**src/rtl/gwdf_pkg.sv**
```systemverilog
// shared types and constants for the gyro window deadband feedforward block
`timescale 1ns / 1ps
`default_nettype none

package gwdf_pkg;

  localparam int CFG_IDX_W  = 2;
  localparam int CFG_DATA_W = 16;
  localparam int WLEN_W     = 8;
  localparam int THR_W      = 15;
  localparam int GAIN_W     = 16;
  localparam int FIELD_W    = 16;
  localparam int ELAPSED_W  = 8;
  localparam int TIME_W     = 9;
  localparam int RATE_W     = 16;
  localparam int PROD_W     = 32;
  localparam int COEF_W     = 17;
  localparam int CMD_W      = 34;
  localparam int COEF_SHIFT = 15;

  localparam logic [TIME_W-1:0] TIME_MAX = 9'd511;

  localparam logic [CFG_IDX_W-1:0] CFG_WINDOW_LENGTH = 2'd0;
  localparam logic [CFG_IDX_W-1:0] CFG_DEADBAND      = 2'd1;
  localparam logic [CFG_IDX_W-1:0] CFG_STAB_FACTOR   = 2'd2;
  localparam logic [CFG_IDX_W-1:0] CFG_STICK_GAIN    = 2'd3;

  localparam logic [WLEN_W-1:0]        RST_WINDOW_LENGTH = 8'd20;
  localparam logic [THR_W-1:0]         RST_DEADBAND      = 15'd8;
  localparam logic signed [GAIN_W-1:0] RST_STAB_FACTOR   = 16'sd4096;
  localparam logic signed [GAIN_W-1:0] RST_STICK_GAIN    = 16'sd0;

  typedef struct packed {
    logic [THR_W-1:0]         deadband_threshold;
    logic signed [GAIN_W-1:0] stabilization_factor;
    logic signed [GAIN_W-1:0] stick_gain;
  } cfg_t;

  typedef enum logic [2:0] {
    B_IDLE,
    B_DIV,
    B_DBAND,
    B_MUL,
    B_COEF,
    B_CMD
  } back_state_t;

endpackage

`default_nettype wire

```
**src/rtl/gwdf_front.sv**
```systemverilog
// front end: takes items, accumulates the window and decides when it closes
`timescale 1ns / 1ps
`default_nettype none

module gwdf_front #(
  parameter int MAX_SAMPLES = 256,
  parameter int EFF_SW      = 16,
  parameter int SUM_W       = 24,
  parameter int CNT_W       = 9,
  parameter int ENTRY_W     = 50
) (
  input  wire logic                                 clk,
  input  wire logic                                 rst,
  input  wire logic                                 in_valid,
  output logic                                      in_stall,
  input  wire logic signed [gwdf_pkg::FIELD_W-1:0]  gyro_z,
  input  wire logic [gwdf_pkg::ELAPSED_W-1:0]       elapsed_ms,
  input  wire logic signed [gwdf_pkg::FIELD_W-1:0]  stick_x,
  input  wire logic [gwdf_pkg::WLEN_W-1:0]          window_length_ms,
  input  wire logic                                 q_full,
  output logic                                      push,
  output logic [ENTRY_W-1:0]                        entry
);

  logic signed [SUM_W-1:0]          sample_sum, sample_sum_next;
  logic [CNT_W-1:0]                 sample_count, sample_count_next;
  logic [gwdf_pkg::TIME_W-1:0]      window_time, window_time_next;
  logic [gwdf_pkg::TIME_W:0]        time_add;
  logic signed [EFF_SW-1:0]         sample;
  logic                             closed;

  assign in_stall = q_full;
  assign push     = in_valid && !q_full;

  always_comb begin
    sample            = gyro_z[EFF_SW-1:0];
    sample_sum_next   = sample_sum + SUM_W'(sample);
    sample_count_next = sample_count + CNT_W'(1);
    time_add          = (gwdf_pkg::TIME_W+1)'(window_time)
                      + (gwdf_pkg::TIME_W+1)'(elapsed_ms);
    window_time_next  = (time_add > (gwdf_pkg::TIME_W+1)'(gwdf_pkg::TIME_MAX))
                      ? gwdf_pkg::TIME_MAX : time_add[gwdf_pkg::TIME_W-1:0];
    closed = (window_time_next >= gwdf_pkg::TIME_W'(window_length_ms))
          || (sample_count_next >= CNT_W'(MAX_SAMPLES));
  end

  assign entry = {sample_sum_next, sample_count_next, closed, stick_x};

  always_ff @(posedge clk) begin
    if (rst) begin
      sample_sum   <= '0;
      sample_count <= '0;
      window_time  <= '0;
    end else if (push) begin
      if (closed) begin
        sample_sum   <= '0;
        sample_count <= '0;
        window_time  <= '0;
      end else begin
        sample_sum   <= sample_sum_next;
        sample_count <= sample_count_next;
        window_time  <= window_time_next;
      end
    end
  end

endmodule

`default_nettype wire

```
**src/rtl/gwdf_queue.sv**
```systemverilog
// short fifo between the front end and the back end
`timescale 1ns / 1ps
`default_nettype none

module gwdf_queue #(
  parameter int WIDTH = 50,
  parameter int DEPTH = 2
) (
  input  wire logic             clk,
  input  wire logic             rst,
  input  wire logic             push,
  input  wire logic [WIDTH-1:0] wr_data,
  input  wire logic             pop,
  output logic [WIDTH-1:0]      rd_data,
  output logic                  full,
  output logic                  not_empty
);

  localparam int PTR_W = (DEPTH > 1) ? $clog2(DEPTH) : 1;
  localparam int OCC_W = $clog2(DEPTH + 1);

  logic [WIDTH-1:0] slots [DEPTH];
  logic [PTR_W-1:0] wr_ptr, rd_ptr;
  logic [OCC_W-1:0] occ;

  assign full      = (occ == OCC_W'(DEPTH));
  assign not_empty = (occ != '0);
  assign rd_data   = slots[rd_ptr];

  always_ff @(posedge clk) begin
    if (push) begin
      slots[wr_ptr] <= wr_data;
    end
  end

  always_ff @(posedge clk) begin
    if (rst) begin
      wr_ptr <= '0;
      rd_ptr <= '0;
      occ    <= '0;
    end else begin
      if (push) begin
        wr_ptr <= (wr_ptr == PTR_W'(DEPTH - 1)) ? '0 : wr_ptr + PTR_W'(1);
      end
      if (pop) begin
        rd_ptr <= (rd_ptr == PTR_W'(DEPTH - 1)) ? '0 : rd_ptr + PTR_W'(1);
      end
      if (push && !pop) begin
        occ <= occ + OCC_W'(1);
      end else if (pop && !push) begin
        occ <= occ - OCC_W'(1);
      end
    end
  end

endmodule

`default_nettype wire

```
**src/rtl/gwdf_back.sv**
```systemverilog
// back end: window mean divider, deadband, feedforward multiply and output register
`timescale 1ns / 1ps
`default_nettype none

module gwdf_back #(
  parameter int EFF_SW  = 16,
  parameter int SUM_W   = 24,
  parameter int CNT_W   = 9,
  parameter int ENTRY_W = 50
) (
  input  wire logic                                 clk,
  input  wire logic                                 rst,
  input  wire gwdf_pkg::cfg_t                       cfg,
  input  wire logic                                 q_not_empty,
  input  wire logic [ENTRY_W-1:0]                   q_data,
  output logic                                      pop,
  output logic                                      out_valid,
  input  wire logic                                 out_stall,
  output logic signed [gwdf_pkg::CMD_W-1:0]         yaw_rate_command,
  output logic signed [gwdf_pkg::RATE_W-1:0]        held_rate,
  output logic                                      window_closed
);

  localparam int STEP_W = $clog2(SUM_W);
  localparam int CMP_W  = (SUM_W > gwdf_pkg::THR_W) ? SUM_W : gwdf_pkg::THR_W;

  gwdf_pkg::back_state_t state, state_next;

  logic signed [SUM_W-1:0]            e_sum;
  logic [CNT_W-1:0]                   e_count;
  logic                               e_closed;
  logic signed [gwdf_pkg::FIELD_W-1:0] e_stick;

  logic                               neg;
  logic [SUM_W-1:0]                   quo;
  logic [CNT_W-1:0]                   rem;
  logic [CNT_W-1:0]                   divisor;
  logic [STEP_W-1:0]                  step;
  logic                               closed;
  logic signed [gwdf_pkg::FIELD_W-1:0] stick;
  logic signed [gwdf_pkg::PROD_W-1:0] prod;
  logic signed [gwdf_pkg::COEF_W-1:0] coef;
  logic signed [gwdf_pkg::RATE_W-1:0] chassis_rate;

  logic [CNT_W:0]                     rem_sh;
  logic                               ge;
  logic [SUM_W-1:0]                   mean_full;
  logic signed [EFF_SW-1:0]           mean_s;
  logic signed [gwdf_pkg::PROD_W-1:0] prod_next;
  logic signed [gwdf_pkg::COEF_W-1:0] coef_next;
  logic signed [gwdf_pkg::CMD_W-2:0]  cmd_p;
  logic                               load_out;

  assign {e_sum, e_count, e_closed, e_stick} = q_data;

  always_comb begin
    rem_sh    = {rem, quo[SUM_W-1]};
    ge        = (rem_sh >= {1'b0, divisor});
    mean_full = neg ? -quo : quo;
    mean_s    = mean_full[EFF_SW-1:0];
    prod_next = gwdf_pkg::PROD_W'(cfg.stick_gain) * gwdf_pkg::PROD_W'(stick);
    coef_next = gwdf_pkg::COEF_W'(cfg.stabilization_factor)
              - gwdf_pkg::COEF_W'(prod >>> gwdf_pkg::COEF_SHIFT);
    cmd_p     = (gwdf_pkg::CMD_W-1)'(coef) * (gwdf_pkg::CMD_W-1)'(chassis_rate);
  end

  always_comb begin
    state_next = state;
    unique case (state)
      gwdf_pkg::B_IDLE: begin
        if (q_not_empty) begin
          state_next = e_closed ? gwdf_pkg::B_DIV : gwdf_pkg::B_MUL;
        end
      end
      gwdf_pkg::B_DIV: begin
        if (step == '0) begin
          state_next = gwdf_pkg::B_DBAND;
        end
      end
      gwdf_pkg::B_DBAND: state_next = gwdf_pkg::B_MUL;
      gwdf_pkg::B_MUL:   state_next = gwdf_pkg::B_COEF;
      gwdf_pkg::B_COEF:  state_next = gwdf_pkg::B_CMD;
      gwdf_pkg::B_CMD: begin
        if (!out_valid || !out_stall) begin
          state_next = gwdf_pkg::B_IDLE;
        end
      end
      default: state_next = gwdf_pkg::B_IDLE;
    endcase
  end

  always_comb begin
    pop      = 1'b0;
    load_out = 1'b0;
    unique case (state)
      gwdf_pkg::B_IDLE: pop      = q_not_empty;
      gwdf_pkg::B_CMD:  load_out = !out_valid || !out_stall;
      default: begin
        pop      = 1'b0;
        load_out = 1'b0;
      end
    endcase
  end

  always_ff @(posedge clk) begin
    if (rst) begin
      state        <= gwdf_pkg::B_IDLE;
      chassis_rate <= '0;
      out_valid    <= 1'b0;
    end else begin
      state <= state_next;
      if (state == gwdf_pkg::B_DBAND) begin
        chassis_rate <= (CMP_W'(quo) > CMP_W'(cfg.deadband_threshold))
                      ? gwdf_pkg::RATE_W'(mean_s) : '0;
      end
      if (load_out) begin
        out_valid <= 1'b1;
      end else if (!out_stall) begin
        out_valid <= 1'b0;
      end
    end
  end

  always_ff @(posedge clk) begin
    if (pop) begin
      neg     <= e_sum[SUM_W-1];
      quo     <= e_sum[SUM_W-1] ? -e_sum : e_sum;
      rem     <= '0;
      divisor <= e_count;
      step    <= STEP_W'(SUM_W - 1);
      closed  <= e_closed;
      stick   <= e_stick;
    end else if (state == gwdf_pkg::B_DIV) begin
      rem  <= ge ? CNT_W'(rem_sh - {1'b0, divisor}) : rem_sh[CNT_W-1:0];
      quo  <= {quo[SUM_W-2:0], ge};
      step <= step - STEP_W'(1);
    end
    if (state == gwdf_pkg::B_MUL) begin
      prod <= prod_next;
    end
    if (state == gwdf_pkg::B_COEF) begin
      coef <= coef_next;
    end
    if (load_out) begin
      yaw_rate_command <= gwdf_pkg::CMD_W'(cmd_p);
      held_rate        <= chassis_rate;
      window_closed    <= closed;
    end
  end

endmodule

`default_nettype wire

```
**src/rtl/gyro_window_deadband_feedforward.sv**
```systemverilog
// top level of the gyro window deadband feedforward block
// path: queue, then in the back end the bit-serial mean divider and deadband step (only
//   for an item that closes a window), then multiply, coefficient and command states
// throughput: the back end pops the next item only after the last leaves the command
//   state, which an output stall holds; a 2-entry queue decouples input
// reset: synchronous, restores register defaults and clears accumulators and held chassis rate
`timescale 1ns / 1ps
`default_nettype none

module gyro_window_deadband_feedforward #(
  parameter int MAX_SAMPLES_PER_WINDOW = 256,
  parameter int SAMPLE_BITS            = 16
) (
  input  wire logic                                    clk,
  input  wire logic                                    rst,
  input  wire logic                                    cfg_we,
  input  wire logic [gwdf_pkg::CFG_IDX_W-1:0]          cfg_index,
  input  wire logic [gwdf_pkg::CFG_DATA_W-1:0]         cfg_data,
  input  wire logic                                    in_valid,
  output logic                                         in_stall,
  input  wire logic signed [gwdf_pkg::FIELD_W-1:0]     gyro_z,
  input  wire logic [gwdf_pkg::ELAPSED_W-1:0]          elapsed_ms,
  input  wire logic signed [gwdf_pkg::FIELD_W-1:0]     stick_x,
  output logic                                         out_valid,
  input  wire logic                                    out_stall,
  output logic signed [gwdf_pkg::CMD_W-1:0]            yaw_rate_command,
  output logic signed [gwdf_pkg::RATE_W-1:0]           held_rate,
  output logic                                         window_closed
);

  localparam int EFF_SW  = (SAMPLE_BITS < gwdf_pkg::FIELD_W) ? SAMPLE_BITS
                                                              : gwdf_pkg::FIELD_W;
  localparam int SUM_W   = EFF_SW + $clog2(MAX_SAMPLES_PER_WINDOW);
  localparam int CNT_W   = $clog2(MAX_SAMPLES_PER_WINDOW + 1);
  localparam int ENTRY_W = SUM_W + CNT_W + 1 + gwdf_pkg::FIELD_W;

  logic [gwdf_pkg::WLEN_W-1:0] window_length_ms;
  gwdf_pkg::cfg_t              cfg;
  logic                        push, pop, q_full, q_not_empty;
  logic [ENTRY_W-1:0]          wr_entry, rd_entry;

  always_ff @(posedge clk) begin
    if (rst) begin
      window_length_ms         <= gwdf_pkg::RST_WINDOW_LENGTH;
      cfg.deadband_threshold   <= gwdf_pkg::RST_DEADBAND;
      cfg.stabilization_factor <= gwdf_pkg::RST_STAB_FACTOR;
      cfg.stick_gain           <= gwdf_pkg::RST_STICK_GAIN;
    end else if (cfg_we) begin
      unique case (cfg_index)
        gwdf_pkg::CFG_WINDOW_LENGTH: window_length_ms <= cfg_data[gwdf_pkg::WLEN_W-1:0];
        gwdf_pkg::CFG_DEADBAND:      cfg.deadband_threshold <= cfg_data[gwdf_pkg::THR_W-1:0];
        gwdf_pkg::CFG_STAB_FACTOR:   cfg.stabilization_factor <= cfg_data;
        gwdf_pkg::CFG_STICK_GAIN:    cfg.stick_gain <= cfg_data;
        default:                     window_length_ms <= window_length_ms;
      endcase
    end
  end

  gwdf_front #(
    .MAX_SAMPLES (MAX_SAMPLES_PER_WINDOW),
    .EFF_SW      (EFF_SW),
    .SUM_W       (SUM_W),
    .CNT_W       (CNT_W),
    .ENTRY_W     (ENTRY_W)
  ) u_front (
    .clk              (clk),
    .rst              (rst),
    .in_valid         (in_valid),
    .in_stall         (in_stall),
    .gyro_z           (gyro_z),
    .elapsed_ms       (elapsed_ms),
    .stick_x          (stick_x),
    .window_length_ms (window_length_ms),
    .q_full           (q_full),
    .push             (push),
    .entry            (wr_entry)
  );

  gwdf_queue #(
    .WIDTH (ENTRY_W),
    .DEPTH (2)
  ) u_queue (
    .clk       (clk),
    .rst       (rst),
    .push      (push),
    .wr_data   (wr_entry),
    .pop       (pop),
    .rd_data   (rd_entry),
    .full      (q_full),
    .not_empty (q_not_empty)
  );

  gwdf_back #(
    .EFF_SW  (EFF_SW),
    .SUM_W   (SUM_W),
    .CNT_W   (CNT_W),
    .ENTRY_W (ENTRY_W)
  ) u_back (
    .clk              (clk),
    .rst              (rst),
    .cfg              (cfg),
    .q_not_empty      (q_not_empty),
    .q_data           (rd_entry),
    .pop              (pop),
    .out_valid        (out_valid),
    .out_stall        (out_stall),
    .yaw_rate_command (yaw_rate_command),
    .held_rate        (held_rate),
    .window_closed    (window_closed)
  );

endmodule

`default_nettype wire

```
**config.mk**
```make
export PLATFORM = sky130hd
export DESIGN_NAME = gyro_window_deadband_feedforward
export DESIGN_NICKNAME = d
export VERILOG_FILES = /design/src/rtl/gwdf_pkg.sv /design/src/rtl/gwdf_front.sv /design/src/rtl/gwdf_queue.sv /design/src/rtl/gwdf_back.sv /design/src/rtl/gyro_window_deadband_feedforward.sv
export SDC_FILE = /design/constraint.sdc
export NUM_CORES = 2
export LEC_CHECK = 0
export ABC_AREA = 1
export BUFFER_PORTS_ARGS = -buffer_cell sky130_fd_sc_hd__buf_2
export CAP_MARGIN = 0
export CORE_UTILIZATION = 45
export DETAILED_ROUTE_END_ITERATION = 12
export GPL_TIMING_DRIVEN = 0
export PLACE_DENSITY = 0.66
export SETUP_SLACK_MARGIN = 0.1
export SYNTH_ARGS = -nofsm -noshare
export SYNTH_HDL_FRONTEND = slang
export SYNTH_SLANG_ARGS = --single-unit
```
**constraint.sdc**
```tcl
create_clock -name clk -period 6.8 [get_ports clk]
set_clock_uncertainty 0.2 [all_clocks]
set_input_delay 2.04 -clock clk [delete_from_list [all_inputs] [get_ports clk]]
set_output_delay 2.04 -clock clk [all_outputs]
set_load 0.005 [all_outputs]
```
* Word level (Yosys, flattened, before mapping)
Memories as Yosys holds them, arrays and structs flattened. A register that Yosys moved wholly into a read port is not among the register bits. Index checks and enable logic that the tools add are counted.
Word-level totals: flip-flop bits (word level) 285, bits in writable memories 100, input bits 63, output and inout port bits 53, memories kept 1
Memories:
- u_queue.slots | depth 2, bits a word 50, rd ports 1, clocked after memory_dff 1, wr ports 1, line gwdf_queue.sv:22 | logic [WIDTH-1:0] slots [DEPTH];
Cells by class: $add $sub $neg 12, $mul 2, magnitude comparators 5, equal/unequal tests 13, muxes and demuxes 27, reductions and logical operators 21
Operators with widths (number):
- 2-to-1 mux 24 bit | 4
- 2-to-1 mux 9 bit | 4
- multiplier 17 x 16 -> 33 bit | 1
- multiplier 16 x 16 -> 32 bit | 1
- 2-to-1 mux 16 bit | 2
- adder 24 x 16 -> 24 bit | 1
- > comparator 24 x 15 -> 1 bit | 1
- negator 24 bit | 1
- one-hot mux 3 bit (6 select lines) | 1
- subtractor 16 x 17 -> 17 bit | 1
- negator 16 bit | 1
- adder 9 x 8 -> 10 bit | 1
- greater-or-equal comparator 10 x 9 -> 1 bit | 1
- > comparator 10 x 9 -> 1 bit, second input constant | 1
- 2-to-1 mux 1 bit | 10
- adder 9 x 1 -> 9 bit, second input constant | 1
- greater-or-equal comparator 9 x 8 -> 1 bit | 1
- greater-or-equal comparator 9 bit, second input constant | 1
- 2-to-1 mux 3 bit | 3
- subtractor 9 bit | 1
- != test 2 x 1 -> 1 bit, second input constant | 4
- AND reduction 2 bit | 4
- == test 2 bit, second input constant | 3
- == test 3 x 2 -> 1 bit, second input constant | 2
- other kinds (16) | 29

* Logic depth before layout (Yosys ltp)
word-level depth 7, depth in mapped cells 27, gate-level depth less buffers 25

* By module
A second synthesis with hierarchy kept.
Second synthesis, totals: cells, all modules 5053, area total of the unflattened synthesis 40770.4 µm²
Modules (own cells, without submodules):
- gwdf_back | instances 1, cells an instance 3795, area an instance 30138.9 µm², seq. area each 4734.5 µm²
- gwdf_front | instances 1, cells an instance 722, area an instance 4290.4 µm², seq. area each 840.8 µm²
- gwdf_queue | instances 1, cells an instance 189, area an instance 4091.4 µm², seq. area each 3103.0 µm²
- gyro_window_deadband_feedforward | instances 1, cells an instance 347, area an instance 2249.7 µm², seq. area each 1101.1 µm²

* Worst setup path before layout
No wires, ideal clock.
kind reg-to-reg, start reg u_back.coef[16] in the netlist's numbering, end reg u_back.yaw_rate_command[29] in the netlist's numbering (data pin), library setup time 0.253 ns, arrival 5.447 ns, required time 6.347 ns, slack 0.901 ns, cell stages (with the launch flop) 21, path buffers 1, clock period less this slack 5.899 ns, cell sequence edfxtp_1 > clkbuf_1 > nand2_1 > inv_1 > fa_1 > fa_1 > inv_1 > fa_1 > fa_1 > fa_1 > fa_1 > inv_1 > ha_1 > nand2_1 > nor2_1 > nand2_1 > inv_1 > nand2_1 > or2_2 > nand4_1 > nand2_1
Between the ends: longest elaborated chain between the ends 1
RTL lines:
- start, declared | line gwdf_back.sv:42 | logic signed [gwdf_pkg::COEF_W-1:0] coef;
- start signal, assigned | line gwdf_back.sv:142 | coef <= coef_next;
- multiplier 17 x 16 -> 33 bit | line gwdf_back.sv:64 | cmd_p = (gwdf_pkg::CMD_W-1)'(coef) * (gwdf_pkg::CMD_W-1)'(chassis_rate);
- named net u_back.cmd_p (one bit) | line gwdf_back.sv:51 | logic signed [gwdf_pkg::CMD_W-2:0] cmd_p;
- end signal, assigned | line gwdf_back.sv:145 | yaw_rate_command <= gwdf_pkg::CMD_W'(cmd_p);
- end, declared | line gwdf_back.sv:19 | output logic signed [gwdf_pkg::CMD_W-1:0] yaw_rate_command,
The timed path passes the listed nets, and every way through them passes these cells. A chain may end at the register's enable or synchronous reset.

* Worst setup path after layout
start reg u_back.coef[6] in the netlist's numbering, end reg u_back.yaw_rate_command[29] in the netlist's numbering (data pin)
The elaborated chain is that of the path after synthesis.

==> out/metrics.yaml <==
min_path:
  hold_path_end: "u_back.window_closed$_DFFE_PP_"
  whs_path_depth: 0
  hp-start: "u_back.closed$_DFFE_PP_"
  hold_class: "reg -> reg"
clock_tree:
  clkLatencyLatePin_ns: 0.61
  cts-buffers-inserted: 43
  cts_tree: "done"
  htreeDepth: 2
  cts_buffer_depth: 3
  path_clk_slew_ns: 0.06
  cts_sinks: 371
  holdBufCountCts: 0
  cts-root-buf: "clkbuf_16"
timing:
  finalCritPeriodShare_pct: 96.1
  finalCriticalPeriod_ns: 6.53
  worst_pin_slew_ns: 1.10
  hold_viol: 0
  drv_slew: 0
  fin_hold_ws_ns: 0.216
  max_freq_ghz: 0.153
  final.setup.tns_ns: 0
  setup_viol: 0
  grt_setup_unrepaired: "false"
  slew_headroom_pct: 26.8
finish:
  drive_gt1_share_pct: 7.59
  syn_to_final_growth_pct: 9.46
  final_nets: 5890
  seqCellArea_um2: 9780
  fill_cells: 8380
  multi_input_area_um2: 24800
  stdcell_area_um2: 43500
  final_core_util_pct: 49.9
setup_path:
  crit_path_cell_trace: "clkbuf_1 > clkbuf_2 > nand2_1 > fa_1 > inv_1 > fa_1 > inv_1 > fa_1 > inv_1 > fa_1 > fa_1 > inv_1 > fa_1 > inv_1 > ha_1 > a21o_1 > a21oi_1 > nor2_1 > o21ai_0 > nand3_1 > nand2_1 > nand2_1"
  cp-start-kind: "flop"
  rr_startpoint: "u_back.coef[6]$_DFFE_PN_"
  worst-path-max-fanout: 10
  worst-setup-path-type: "reg -> reg"
  cp_slowest_cell: "fa_1"
  slowest_delay_ns: 0.53
  crit_path_frequent_cell: "fa_1"
  crit_path_end_kind: "flop"
  worstPathRequired_ns: 6.96
  critical-path-top-delay-family: "adder cells"
  path_buf_inv: 7
  reg2reg_depth: 22
  r2r_setup_slack_ns: 0.27
  r2r-end: "u_back.yaw_rate_command[29]$_DFFE_PP_"
  cp.arrival_ns: 6.69
global_route:
  grt_pass1_wl_mm: 169
  grt_max_degree: 37
  grt_pass1_vias: 31635
  gr-total-overflow: 0
  grt_antenna_before_repair: 6
  grt_usage_pct: 24.1
route:
  vias: 30791
  drt.antenna.violating_nets: 0
  routed_via_density: 4.94
  drc: 0
  wl_per_cell_um: 16.8
  drt_iter0_drc: 2066
  drt_first_pass_iters: 5
  wl_mm: 105
place:
  port_buffers: 115
  hpwl_mm: 87.0
  gp_congestion: 0.974
  placed_cell_area_um2: 41900
pwr:
  leakage_nw: 23.1
  power-per-cell-area_nw_per_um2: 520
  p_total_mw: 22.6
  ir_drop_uv: 470
die:
  rows: 108
  die_h_um: 299
  num_io_pins: 116
  die_x_um: 299
  initial_core_util_pct: 45.6
  die_area_um2: 89500
  design.core.area_um2: 87200
logic_synthesis:
  async_reset_ff_share_pct: 0
  synth_area_leader_cell: "fa_1"
  syn_nets: 5734
  synth_edf_count: 235
  synth_flop_cell: "edfxtp_1"
  syn_inst: 4883
  ys_seq_elements: 371
  ys_seq_area_share_pct: 24.6
  ys_top_cells_by_area: "fa_1, edfxtp_1, nand2_1"
  synth_warnings: 0
  post_synth_num_cell_types: 50
  syn_area_um2: 39700
  syn_avg_cell_area_um2: 8.14
  synth_top_area_share_pct: 27.3
job:
  maxCapViolations: 0
outcome:
  run_status: "complete, no violations"
## cells in the mapped netlist, drive strengths merged, types with 12 or more instances
library cell	n
edfxtp	235
or2	13
xor2	76
nand3	176
dfxtp	136
xnor2	36
a21oi	219
inv	1189
nor3	32
a21o	15
nand3b	12
fa	541
nor2	260
clkbuf	152
nand2	1270
o21ai	158
buf	28
nand4	37
ha	247
o21bai	14
## metrics by stage
step / instances / setup slack (ns)
after floorplan: 4883 / 0.901
after global placement: 6153 / -0.297
after detailed placement: 6157 / -0.361
after CTS: 6232 / 0.0935
after global routing: 6229 / 0.0869
final: 6231 / 0.267
## what timing repair did
item,CTS,global route
setup buffers,1,6
gates resized for setup,19,109
pin swaps,0,1
endpoints found under the setup margin,19,34
## registers in the layout (all words and copies together), names as in the netlist, 2 cells and up, named ones only
| register | cells |
|---|---|
| u_queue.slots | 100 |
| cfg | 47 |
| u_back.yaw_rate_command | 33 |
| u_back.quo | 24 |
| u_front.sample_sum | 24 |
| u_back.coef | 17 |
| u_back.prod | 17 |
| u_back.chassis_rate | 16 |
| u_back.held_rate | 16 |
| u_back.stick | 16 |
| u_back.divisor | 9 |
| u_back.rem | 9 |
| u_front.sample_count | 9 |
| u_front.window_time | 9 |
| window_length_ms | 8 |
| u_back.step | 5 |
| u_back.state | 3 |
| u_queue.occ | 2 |
## cell usage in the layout, fill, tap and decap left out, types with 132 or more instances in the layout
cell type and n:
nand2_1 1257, fa_1 538, a21oi_1 200, edfxtp_1 235, o21ai_0 145, dfxtp_1 132
buf_2 133, inv_1 1181, nor2_1 244, nand3_1 155, ha_1 247
## report_power, final
group	switching, mW	internal, mW	leakage, nW
sequential	0.372	3.51	3.30
combinational	10.4	5.81	19.1
clock	1.03	1.47	0.730
total	11.8	10.8	23.1
## cells by family (layout without fill, tap and decap cells)
family	Yosys count	count (layout)	synth area share, %
other	0	2	0
XOR/XNOR	112	112	2.47
AO/OA/AOI/OAI	432	432	5.97
adder cells (fa/ha/maj)	788	788	35.0
flip-flops	371	371	24.6
buffers and inverters	1372	1563	13.2
AND/OR/NAND/NOR	1808	1808	18.7
## area by class of cell
| cell class | count | share of cell area [%] |
|---|---|---|
| tap | 1155 | 3.32 |
| clock inverter | 28 | 0.834 |
| antenna | 2 | 0.0115 |
| multi-input combinational | 3140 | 56.9 |
| buffer | 165 | 1.82 |
| inverter | 1192 | 10.3 |
| clock buffer | 52 | 2.67 |
| sequential | 371 | 22.5 |
| timing repair buffer | 126 | 1.62 |
## routing by layer
| metal | routed length (µm) | track usage [%] | vias to the layer above |
|---|---|---|---|
| met2 | 48400 | 40.1 | 897 |
| met4 | 3480 | 7.65 | 8 |
| li1 | - | - | 14982 |
| met5 | 51 | 0 | - |
| met3 | 7170 | 3.78 | 185 |
| met1 | 45600 | 32.3 | 14719 |
## worst max-delay path by stage
stage / endpoint / from / slack [ns] / depth (start not counted)
global route: u_back.prod[19]$_DFFE_PN_ / u_back.stick[9]$_DFFE_PP_ / 0.09 / 23
detailed placement: u_back.yaw_rate_command[29]$_DFFE_PP_ / u_back.chassis_rate[5]$_SDFFE_PP0P_ / -0.36 / 21
floorplan: u_back.yaw_rate_command[29]$_DFFE_PP_ / u_back.coef[16]$_DFFE_PN_ / 0.90 / 20
finish: u_back.yaw_rate_command[29]$_DFFE_PP_ / u_back.coef[6]$_DFFE_PN_ / 0.27 / 22
CTS: u_back.yaw_rate_command[29]$_DFFE_PP_ / u_back.chassis_rate[12]$_SDFFE_PP0P_ / 0.09 / 21
global placement: u_back.yaw_rate_command[29]$_DFFE_PP_ / u_back.chassis_rate[5]$_SDFFE_PP0P_ / -0.30 / 21
(Power assumes the default switching activity.)
